--- config.mk ---
export PLATFORM = sky130hd
export DESIGN_NAME = mean_square_level_hysteresis_flat
export DESIGN_NICKNAME = d
export VERILOG_FILES = /design/src/hdl/msl_pkg.sv /design/src/hdl/msl_stream_if.sv /design/src/hdl/msl_cell.sv /design/src/hdl/msl_ring.sv /design/src/hdl/msl_report.sv /design/src/hdl/mean_square_level_hysteresis.sv /design/src/flat_wrapper.sv
export VERILOG_INCLUDE_DIRS = /design/src /design/src/hdl
export SDC_FILE = /design/constraint.sdc
export NUM_CORES = 1
export LEC_CHECK = 0
export BUFFER_PORTS_ARGS = -buffer_cell sky130_fd_sc_hd__clkbuf_2
export CORE_AREA = 4 4 41 43
export CTS_BUF_LIST = sky130_fd_sc_hd__clkbuf_8
export DETAILED_ROUTE_END_ITERATION = 8
export DIE_AREA = 0 0 45 47
export PLACE_DENSITY = 0.51
export RECOVER_POWER = 50
export SLEW_MARGIN = 25
export SYNTH_ARGS = -nofsm -noshare
export SYNTH_HDL_FRONTEND = slang
export SYNTH_SLANG_ARGS = --single-unit
--- constraint.sdc ---
create_clock -name i_clk -period 1.2 [get_ports i_clk]
set_clock_uncertainty 0.15 [all_clocks]
set_input_delay 0.12 -clock i_clk [delete_from_list [all_inputs] [get_ports i_clk]]
set_output_delay 0.12 -clock i_clk [all_outputs]
set_load 0.03 [all_outputs]
--- src/hdl/mean_square_level_hysteresis_defines.svh ---
// Assertion macros shared by the mean-square level detector files.
`ifndef MEAN_SQUARE_LEVEL_HYSTERESIS_DEFINES_SVH
`define MEAN_SQUARE_LEVEL_HYSTERESIS_DEFINES_SVH

`ifndef SYNTHESIS

`define MSL_ASSERT(lbl, clk, rstn, prop, msg) \
    lbl: assert property (@(posedge clk) disable iff (!(rstn)) prop) else $error(msg);

`define MSL_ASSERT_IMPL(lbl, clk, rstn, ante, cons, msg) \
    `MSL_ASSERT(lbl, clk, rstn, (ante) |-> (cons), msg)

`else

`define MSL_ASSERT(lbl, clk, rstn, prop, msg)

`define MSL_ASSERT_IMPL(lbl, clk, rstn, ante, cons, msg)

`endif

`endif

--- src/hdl/msl_pkg.sv ---
// Types and constants of the mean-square level detector.
package msl_pkg;

    localparam int SAMPLE_W = 12;
    localparam int SQ_W     = 24;
    localparam int CFG_IDX_W = 1;

    localparam logic [SQ_W-1:0] SQ_MAX = 24'd16769025;

    localparam logic CMD_SAMPLE = 1'b0;
    localparam logic CMD_REPORT = 1'b1;

    localparam logic [CFG_IDX_W-1:0] CFG_UPPER = 1'd0;
    localparam logic [CFG_IDX_W-1:0] CFG_LOWER = 1'd1;

    localparam logic [SQ_W-1:0] UPPER_RESET = SQ_MAX;
    localparam logic [SQ_W-1:0] LOWER_RESET = 24'd0;

    typedef struct packed {
        logic                command;
        logic [SAMPLE_W-1:0] sample;
    } t_in_req;

    typedef struct packed {
        logic            level_high;
        logic [SQ_W-1:0] mean_square;
        logic [SQ_W-1:0] last_square;
    } t_out_res;

    typedef struct packed {
        logic [SQ_W-1:0] upper;
        logic [SQ_W-1:0] lower;
    } t_thresh;

endpackage

--- src/hdl/msl_stream_if.sv ---
// Valid/ready stream channel carrying one request or result per handshake.
interface msl_stream_if #(
    parameter type T = logic
) ();
    logic valid;
    logic ready;
    T     data;

    modport source (output valid, output data, input ready);
    modport sink   (input valid, input data, output ready);
endinterface

--- src/hdl/msl_cell.sv ---
// One cell of the square shift line: holds one stored square.
module msl_cell #(
    parameter int W = 24
) (
    input  logic         i_clk,
    input  logic         i_rst_n,
    input  logic         i_shift,
    input  logic [W-1:0] i_d,
    output logic [W-1:0] o_q
);
    logic [W-1:0] r_q;

    always_ff @(posedge i_clk) begin
        if (!i_rst_n) begin
            r_q <= '0;
        end else if (i_shift) begin
            r_q <= i_d;
        end
    end

    assign o_q = r_q;
endmodule

--- src/hdl/msl_ring.sv ---
// Squarer, chain of square cells and running sum of the window.
`include "mean_square_level_hysteresis_defines.svh"

module msl_ring #(
    parameter int DEPTH = 16,
    parameter int SUM_W = 28
) (
    input  logic                        i_clk,
    input  logic                        i_rst_n,
    input  logic                        i_shift,
    input  logic [msl_pkg::SAMPLE_W-1:0] i_sample,
    output logic [SUM_W-1:0]            o_sum,
    output logic [msl_pkg::SQ_W-1:0]    o_last
);
    import msl_pkg::*;

    localparam logic [SUM_W-1:0] SUM_MAX = SUM_W'(longint'(DEPTH) * longint'(SQ_MAX));

    logic [2*SAMPLE_W-1:0] w_prod;
    logic [SQ_W-1:0]       w_sq;
    logic [SQ_W-1:0]       w_tap [DEPTH];
    logic [SUM_W-1:0]      r_sum;
    logic [SUM_W-1:0]      n_sum;
    logic [SQ_W-1:0]       r_last;

    assign w_prod = {{SAMPLE_W{1'b0}}, i_sample} * {{SAMPLE_W{1'b0}}, i_sample};
    assign w_sq   = SQ_W'(w_prod);

    for (genvar g = 0; g < DEPTH; g++) begin : g_cell
        if (g == 0) begin : g_head
            msl_cell #(.W(SQ_W)) u_cell (
                .i_clk  (i_clk),
                .i_rst_n(i_rst_n),
                .i_shift(i_shift),
                .i_d    (w_sq),
                .o_q    (w_tap[g])
            );
        end else begin : g_body
            msl_cell #(.W(SQ_W)) u_cell (
                .i_clk  (i_clk),
                .i_rst_n(i_rst_n),
                .i_shift(i_shift),
                .i_d    (w_tap[g-1]),
                .o_q    (w_tap[g])
            );
        end
    end

    // oldest square drops off the tail as the new one enters the head
    assign n_sum = r_sum - SUM_W'(w_tap[DEPTH-1]) + SUM_W'(w_sq);

    always_ff @(posedge i_clk) begin
        if (!i_rst_n) begin
            r_sum  <= '0;
            r_last <= '0;
        end else if (i_shift) begin
            r_sum  <= n_sum;
            r_last <= w_sq;
        end
    end

    assign o_sum  = r_sum;
    assign o_last = r_last;

    `MSL_ASSERT(a_sum_range, i_clk, i_rst_n, r_sum <= SUM_MAX, "running sum out of range")
endmodule

--- src/hdl/msl_report.sv ---
// Report pipeline: mean by reciprocal divide, hysteresis flag, result register.
`include "mean_square_level_hysteresis_defines.svh"

module msl_report #(
    parameter int DEPTH = 16,
    parameter int SUM_W = 28
) (
    input  logic                     i_clk,
    input  logic                     i_rst_n,
    input  logic                     i_take,
    input  logic [SUM_W-1:0]         i_sum,
    input  logic [msl_pkg::SQ_W-1:0] i_last,
    input  msl_pkg::t_thresh         i_thr,
    output logic                     o_ready,
    msl_stream_if.source             o_res
);
    import msl_pkg::*;

    // floor(2^SUM_W / DEPTH): estimate is exact or one low
    localparam logic [SUM_W-1:0] RECIP   = SUM_W'((64'd1 << SUM_W) / DEPTH);
    localparam logic [SUM_W-1:0] DEPTH_S = SUM_W'(DEPTH);

    logic w_ofree, w_mv3, w_free3, w_free2, w_free1;

    logic             r_v1;
    logic [SUM_W-1:0] r_s1_sum;
    logic [SQ_W-1:0]  r_s1_last;

    logic [2*SUM_W-1:0] w_prod;
    logic               r_v2;
    logic [SQ_W-1:0]    r_s2_qest;
    logic [SUM_W-1:0]   r_s2_sum;
    logic [SQ_W-1:0]    r_s2_last;

    logic [SUM_W-1:0] w_back;
    logic [SUM_W-1:0] w_rem;
    logic [SQ_W-1:0]  w_q;
    logic             r_v3;
    logic [SQ_W-1:0]  r_s3_mean;
    logic [SQ_W-1:0]  r_s3_last;

    logic            r_ov;
    logic            r_flag;
    logic            n_flag;
    logic [SQ_W-1:0] r_out_mean;
    logic [SQ_W-1:0] r_out_last;
    t_out_res        w_res;

    assign w_ofree = !r_ov || o_res.ready;
    assign w_mv3   = r_v3 && w_ofree;
    assign w_free3 = !r_v3 || w_ofree;
    assign w_free2 = !r_v2 || w_free3;
    assign w_free1 = !r_v1 || w_free2;
    assign o_ready = w_free1;

    assign w_prod = {{SUM_W{1'b0}}, r_s1_sum} * {{SUM_W{1'b0}}, RECIP};

    assign w_back = SUM_W'(SUM_W'(r_s2_qest) * DEPTH_S);
    assign w_rem  = r_s2_sum - w_back;
    assign w_q    = r_s2_qest + SQ_W'(w_rem >= DEPTH_S);

    // set wins over clear when the thresholds overlap
    always_comb begin
        n_flag = r_flag;
        if (r_s3_mean >= i_thr.upper) begin
            n_flag = 1'b1;
        end else if (r_s3_mean <= i_thr.lower) begin
            n_flag = 1'b0;
        end
    end

    always_ff @(posedge i_clk) begin
        if (!i_rst_n) begin
            r_v1   <= 1'b0;
            r_v2   <= 1'b0;
            r_v3   <= 1'b0;
            r_ov   <= 1'b0;
            r_flag <= 1'b0;
        end else begin
            r_v1 <= i_take || (r_v1 && !w_free2);
            r_v2 <= (r_v1 && w_free2) || (r_v2 && !w_free3);
            r_v3 <= (r_v2 && w_free3) || (r_v3 && !w_ofree);
            r_ov <= w_mv3 || (r_ov && !o_res.ready);
            if (w_mv3) begin
                r_flag <= n_flag;
            end
        end
    end

    always_ff @(posedge i_clk) begin
        if (i_take) begin
            r_s1_sum  <= i_sum;
            r_s1_last <= i_last;
        end
        if (r_v1 && w_free2) begin
            r_s2_qest <= w_prod[SUM_W +: SQ_W];
            r_s2_sum  <= r_s1_sum;
            r_s2_last <= r_s1_last;
        end
        if (r_v2 && w_free3) begin
            r_s3_mean <= w_q;
            r_s3_last <= r_s2_last;
        end
        if (w_mv3) begin
            r_out_mean <= r_s3_mean;
            r_out_last <= r_s3_last;
        end
    end

    always_comb begin
        w_res.level_high  = r_flag;
        w_res.mean_square = r_out_mean;
        w_res.last_square = r_out_last;
    end

    assign o_res.valid = r_ov;
    assign o_res.data  = w_res;

    `MSL_ASSERT_IMPL(a_rem_bound, i_clk, i_rst_n, r_v2, w_rem < (DEPTH_S << 1), "quotient estimate off by more than one")
    `MSL_ASSERT_IMPL(a_take_free, i_clk, i_rst_n, i_take, w_free1, "request taken into a full stage")
    `MSL_ASSERT_IMPL(a_flag_load, i_clk, i_rst_n, $past(i_rst_n) && !$stable(r_flag), $past(w_mv3), "flag changed without a result load")
endmodule

--- src/hdl/mean_square_level_hysteresis.sv ---
// Sample request: no result; the squarer and the cell chain take one per cycle while the input is ready.
// Report request: captured at acceptance, then reciprocal multiply, correction, hysteresis and
//   result register; one request per cycle sustained while the output accepts results.
// Input stalls only when all four report stages hold unaccepted work.
// Synchronous active-low reset clears the cells, running sum, last square, flag and
//   stage valids at once; thresholds return to full scale (upper) and zero (lower).
module mean_square_level_hysteresis #(
    parameter int RING_DEPTH = 16
) (
    input  logic                          i_clk,
    input  logic                          i_rst_n,
    input  logic                          i_cfg_we,
    input  logic [msl_pkg::CFG_IDX_W-1:0] i_cfg_idx,
    input  logic [msl_pkg::SQ_W-1:0]      i_cfg_data,
    msl_stream_if.sink                    i_in,
    msl_stream_if.source                  o_out
);
    import msl_pkg::*;

    localparam int SUM_W = $clog2(longint'(RING_DEPTH) * longint'(SQ_MAX) + 1);

    logic [SQ_W-1:0] r_upper_thr;
    logic [SQ_W-1:0] r_lower_thr;
    t_thresh         w_thr;
    t_in_req         w_req;
    logic            w_acc;
    logic            w_shift;
    logic            w_take;
    logic            w_ready;
    logic [SUM_W-1:0] w_sum;
    logic [SQ_W-1:0]  w_last;

    always_ff @(posedge i_clk) begin
        if (!i_rst_n) begin
            r_upper_thr <= UPPER_RESET;
            r_lower_thr <= LOWER_RESET;
        end else if (i_cfg_we) begin
            unique case (i_cfg_idx)
                CFG_UPPER: r_upper_thr <= i_cfg_data;
                CFG_LOWER: r_lower_thr <= i_cfg_data;
            endcase
        end
    end

    assign w_thr.upper = r_upper_thr;
    assign w_thr.lower = r_lower_thr;

    assign w_req      = i_in.data;
    assign i_in.ready = w_ready;
    assign w_acc      = i_in.valid && w_ready;
    assign w_shift    = w_acc && (w_req.command == CMD_SAMPLE);
    assign w_take     = w_acc && (w_req.command == CMD_REPORT);

    msl_ring #(
        .DEPTH(RING_DEPTH),
        .SUM_W(SUM_W)
    ) u_ring (
        .i_clk   (i_clk),
        .i_rst_n (i_rst_n),
        .i_shift (w_shift),
        .i_sample(w_req.sample),
        .o_sum   (w_sum),
        .o_last  (w_last)
    );

    msl_report #(
        .DEPTH(RING_DEPTH),
        .SUM_W(SUM_W)
    ) u_report (
        .i_clk  (i_clk),
        .i_rst_n(i_rst_n),
        .i_take (w_take),
        .i_sum  (w_sum),
        .i_last (w_last),
        .i_thr  (w_thr),
        .o_ready(w_ready),
        .o_res  (o_out)
    );
endmodule
--- src/flat_wrapper.sv ---
// flat-port wrapper written by rule: the top's interface ports become plain ports
module mean_square_level_hysteresis_flat import msl_pkg::*;
#(
    parameter int RING_DEPTH = 16
)
  (i_clk, i_rst_n, i_cfg_we, i_cfg_idx, i_cfg_data, i_in_valid, i_in_data, i_in_ready, o_out_valid, o_out_data, o_out_ready);
  msl_stream_if i_in_i ();
  msl_stream_if o_out_i ();
  input  logic i_clk;
  input  logic i_rst_n;
  input  logic i_cfg_we;
  input  logic [msl_pkg::CFG_IDX_W-1:0] i_cfg_idx;
  input  logic [msl_pkg::SQ_W-1:0] i_cfg_data;
  input wire logic [$bits(i_in_i.valid)-1:0] i_in_valid;
  input wire logic [$bits(i_in_i.data)-1:0] i_in_data;
  output wire logic [$bits(i_in_i.ready)-1:0] i_in_ready;
  output wire logic [$bits(o_out_i.valid)-1:0] o_out_valid;
  output wire logic [$bits(o_out_i.data)-1:0] o_out_data;
  input wire logic [$bits(o_out_i.ready)-1:0] o_out_ready;
  assign i_in_i.valid = i_in_valid;
  assign i_in_i.data = i_in_data;
  assign i_in_ready = i_in_i.ready;
  assign o_out_valid = o_out_i.valid;
  assign o_out_data = o_out_i.data;
  assign o_out_i.ready = o_out_ready;
  mean_square_level_hysteresis #(.RING_DEPTH(RING_DEPTH)) u_core (.i_clk(i_clk), .i_rst_n(i_rst_n), .i_cfg_we(i_cfg_we), .i_cfg_idx(i_cfg_idx), .i_cfg_data(i_cfg_data), .i_in(i_in_i), .o_out(o_out_i));
endmodule
==> qor.csv <==
stage,metric,value,unit
routing,Final ANT Viol Nets,0,
status,failing checks,negative setup slack,
clock_tree,CTS H-tree depth,1,
worst_setup_path,CP max FO,2,
timing,crit path time final,1.24,ns
finish,"commonest non-fill, non-tap cell in the layout",buf_4,
finish,Area growth syn-to-layout,78.2,%
worst_setup_path,CP arrival,0.97,ns
timing,Slew Limit Fails,0,
yosys,dominant cells by area after synthesis,"dfxtp_1 (52%), o21a_1 (9.7%), nand3_1 (6.5%)",
timing,RSZ-0062 raised after global routing,true,
power,part of the power in the clock network,65.9,%
worst_setup_path,R2R setup slack,0.04,ns
grt,number of global-route vias before repair,159,
clock_tree,clock sinks,4,
floorplan,Die Ht,47,µm
power,Cell Int Power,351,µW
timing,Max Fclk,808,MHz
finish,layout cell share with drive strength beyond 1,50.0,%
yosys,Synthesis Warnings,0,
grt,GRT Residual Overflow,0,
yosys,top cell type's share of synthesized area,51.6,%
clock_tree,clock slew at reported path FFs,0.03,ns
worst_hold_path,Hold EP,u_core.u_report.o_res.valid,
power,combinational share of power,2.6,%
finish,"commonest cells after routing, fill and taps aside","buf_4 (5), clkbuf_8 (4), clkbuf_2 (3)",
clock_tree,clk root buf,clkbuf_8,
floorplan,die area,2120,µm²
worst_setup_path,Critical Path Sink Type,output pin,
yosys,Mapped Avg Cell Area,9.13,µm²
clock_tree,TritonCTS Buffers,3,
clock_tree,TritonCTS clock tree,done,
yosys,largest family of logic cells by synthesized area,simple AND/OR/NAND/NOR gates,
yosys,sequential element share of the synthesized area,51.6,%
yosys,Seq cells post-synth,4,
grt,pin count of the biggest net entering global routing,6,
finish,n_diodes,0,
floorplan,Core ar.,1300,µm²
job,Max Cap Viol,0,
routing,post-DR wirelength/cell,9.14,µm
placement,global placer's final weighted congestion,0.682,
finish,fin util,21.3,%
timing,period utilisation layout,103,%
worst_setup_path,R2R Path End,u_core.u_report.r_v3,
timing,"Setup violations, final",1,
yosys,Yosys cell types,11,
worst_hold_path,HP Start,i_rst_n,
finish,fin area,277,µm²
yosys,post-synthesis simple-gate area fraction,28.2,%
yosys,mux contribution to synthesized area,0,%
clock_tree,CTS max path bufs,2,
power,sequential power share,31.6,%
grt,initial antenna violation count,0,
grt,global-route wire length before repair,593,µm
power,sw power,73.4,µW
yosys,Post-Syn Instances,17,
routing,vias per cell,3.72,
worst_setup_path,worst r2r path cells,4,
yosys,"Net Count, Synth",48,
grt,gr usage total,5.06,%
timing,Setup WS post-layout,-0.0369,ns
worst_setup_path,CP required,0.93,ns
yosys,adder-cell share of the synthesized area,0,%
floorplan,IO Pins,34,
status,status,"finished, violations left",
worst_hold_path,Hold/Removal Path Class,input pin to flip-flop,
floorplan,Rows,13,
yosys,Yosys top cell by area,dfxtp_1,
worst_setup_path,startpoint type of the worst setup path,flip-flop,
floorplan,initial core utilization,11.9,%
finish,final net count,61,
power,Worst VDD drop,658,µV
routing,DR vias,160,
power,Leakage,0.000123,µW
yosys,Mapped Area,155,µm²
yosys,compound-cell area share of the yosys netlist,12.9,%
worst_hold_path,hold path cells,2,
power,sw frac,17.3,%
worst_setup_path,Setup Crit Path Kind,flip-flop to output pin,
timing,"Hold Vio Cnt, Final",0,
routing,DR iter-0 viols,2,
routing,drt first pass iters,2,
placement,IO Port Bufs,4,
floorplan,Die W,45,µm
placement,Placed Area,188,µm²
routing,drc violations,0,
clock_tree,clock latency on the worst-skew pair,0.22,ns
worst_setup_path,worst r2r src,u_core.u_report.r_v3,
yosys,Synth Area in XOR/XNOR,0,%
routing,Routed WL,393,µm
power,P per Cell Area,1530,nW/µm²
kinds of logic (layout without fill, tap and decap cells):
group	Yosys count	after routing
other	1	1
buffers and inverters	1	12
AND/OR/NAND/NOR	8	8
AO/OA/AOI/OAI	3	3
flip-flops	4	4
synthesized netlist by cell type:
master / number
and3b_1: 1
nand3_1: 2
nor2_1: 1
o21a_1: 2
dfxtp_1: 4
conb_1: 1
nor2b_1: 1
nand3b_1: 1
o21ai_0: 1
nand2_1: 2
buf_4: 1
metal layers:
layer | up-vias | GRT usage [%] | share of wire [%]
met1 | 71 | 3.64 | 38
met3 | 2 | 7.28 | 16
li1 | 79 | - | -
met2 | 8 | 5.65 | 44
met5 | - | 0 | 0
met4 | 0 | 5.26 | 2.5
critical path, cell delays in order, from the launching register on:
cell and delay [ns]:
dfxtp_2 0.31, and3b_1 0.19, nand3_1 0.09, clkbuf_8 0.17
flip-flops by register name (all words and copies together), names as in the netlist:
register                     count
u_core.u_report.o_res.valid      1
u_core.u_report.r_v2             1
u_core.u_report.r_v1             1
u_core.u_report.r_v3             1
per-stage QoR:
step                instances  hold slack (ns)  power, µW  TNS, ns  worst slack (ns)
finish                     43           0.0258        424  -0.0369           -0.0369
CTS                        41           0.0163        436  -0.0378           -0.0378
floorplan                  17           0.0827        143        0            0.0601
detailed placement         35            0.240        146        0             0.139
global placement           35            0.242        146        0             0.128
global route               43           0.0382        449  -0.0659           -0.0659
worst max path at each step:
stage / end / startpoint / slack, ns / cells past startpoint
5_1_grt: i_in_ready / u_core.u_report.r_v3 / -0.07 / 3
2_1_floorplan: i_in_ready / u_core.u_report.o_res.valid / 0.06 / 2
6_report: i_in_ready / u_core.u_report.r_v3 / -0.04 / 3
4_1_cts: i_in_ready / u_core.u_report.o_res.valid / -0.04 / 3
3_5_place_dp: i_in_ready / u_core.u_report.r_v3 / 0.14 / 3
3_3_place_gp: i_in_ready / u_core.u_report.r_v3 / 0.13 / 3
layout make-up:
type | count | area (µm²)
sequential | 4 | 82.6
tap | 15 | 18.8
clock buffer | 3 | 41.3
fill | 154 | 1020
timing repair buffer | 9 | 66.3
multi-input combinational | 12 | 67.6
power by group through the flow:
stage | Combinational (µW) | Clock [µW] | Sequential [µW]
after global routing | 12.0 | 303 | 134
after floorplan | 7.62 | 0 | 136
after detailed placement | 10.6 | 0 | 136
final | 10.9 | 279 | 134
after CTS | 10.6 | 291 | 134
after global placement | 10.5 | 0 | 136
timing repair:
item,CTS,global route
pin swaps,1,1
gates resized for setup,3,0
buffers inserted,3,2
setup endpoints to repair,1,1
hold buffers,0,0
hold endpoints to repair,0,0
No activity file was read; power rests on OpenSTA's default activity.
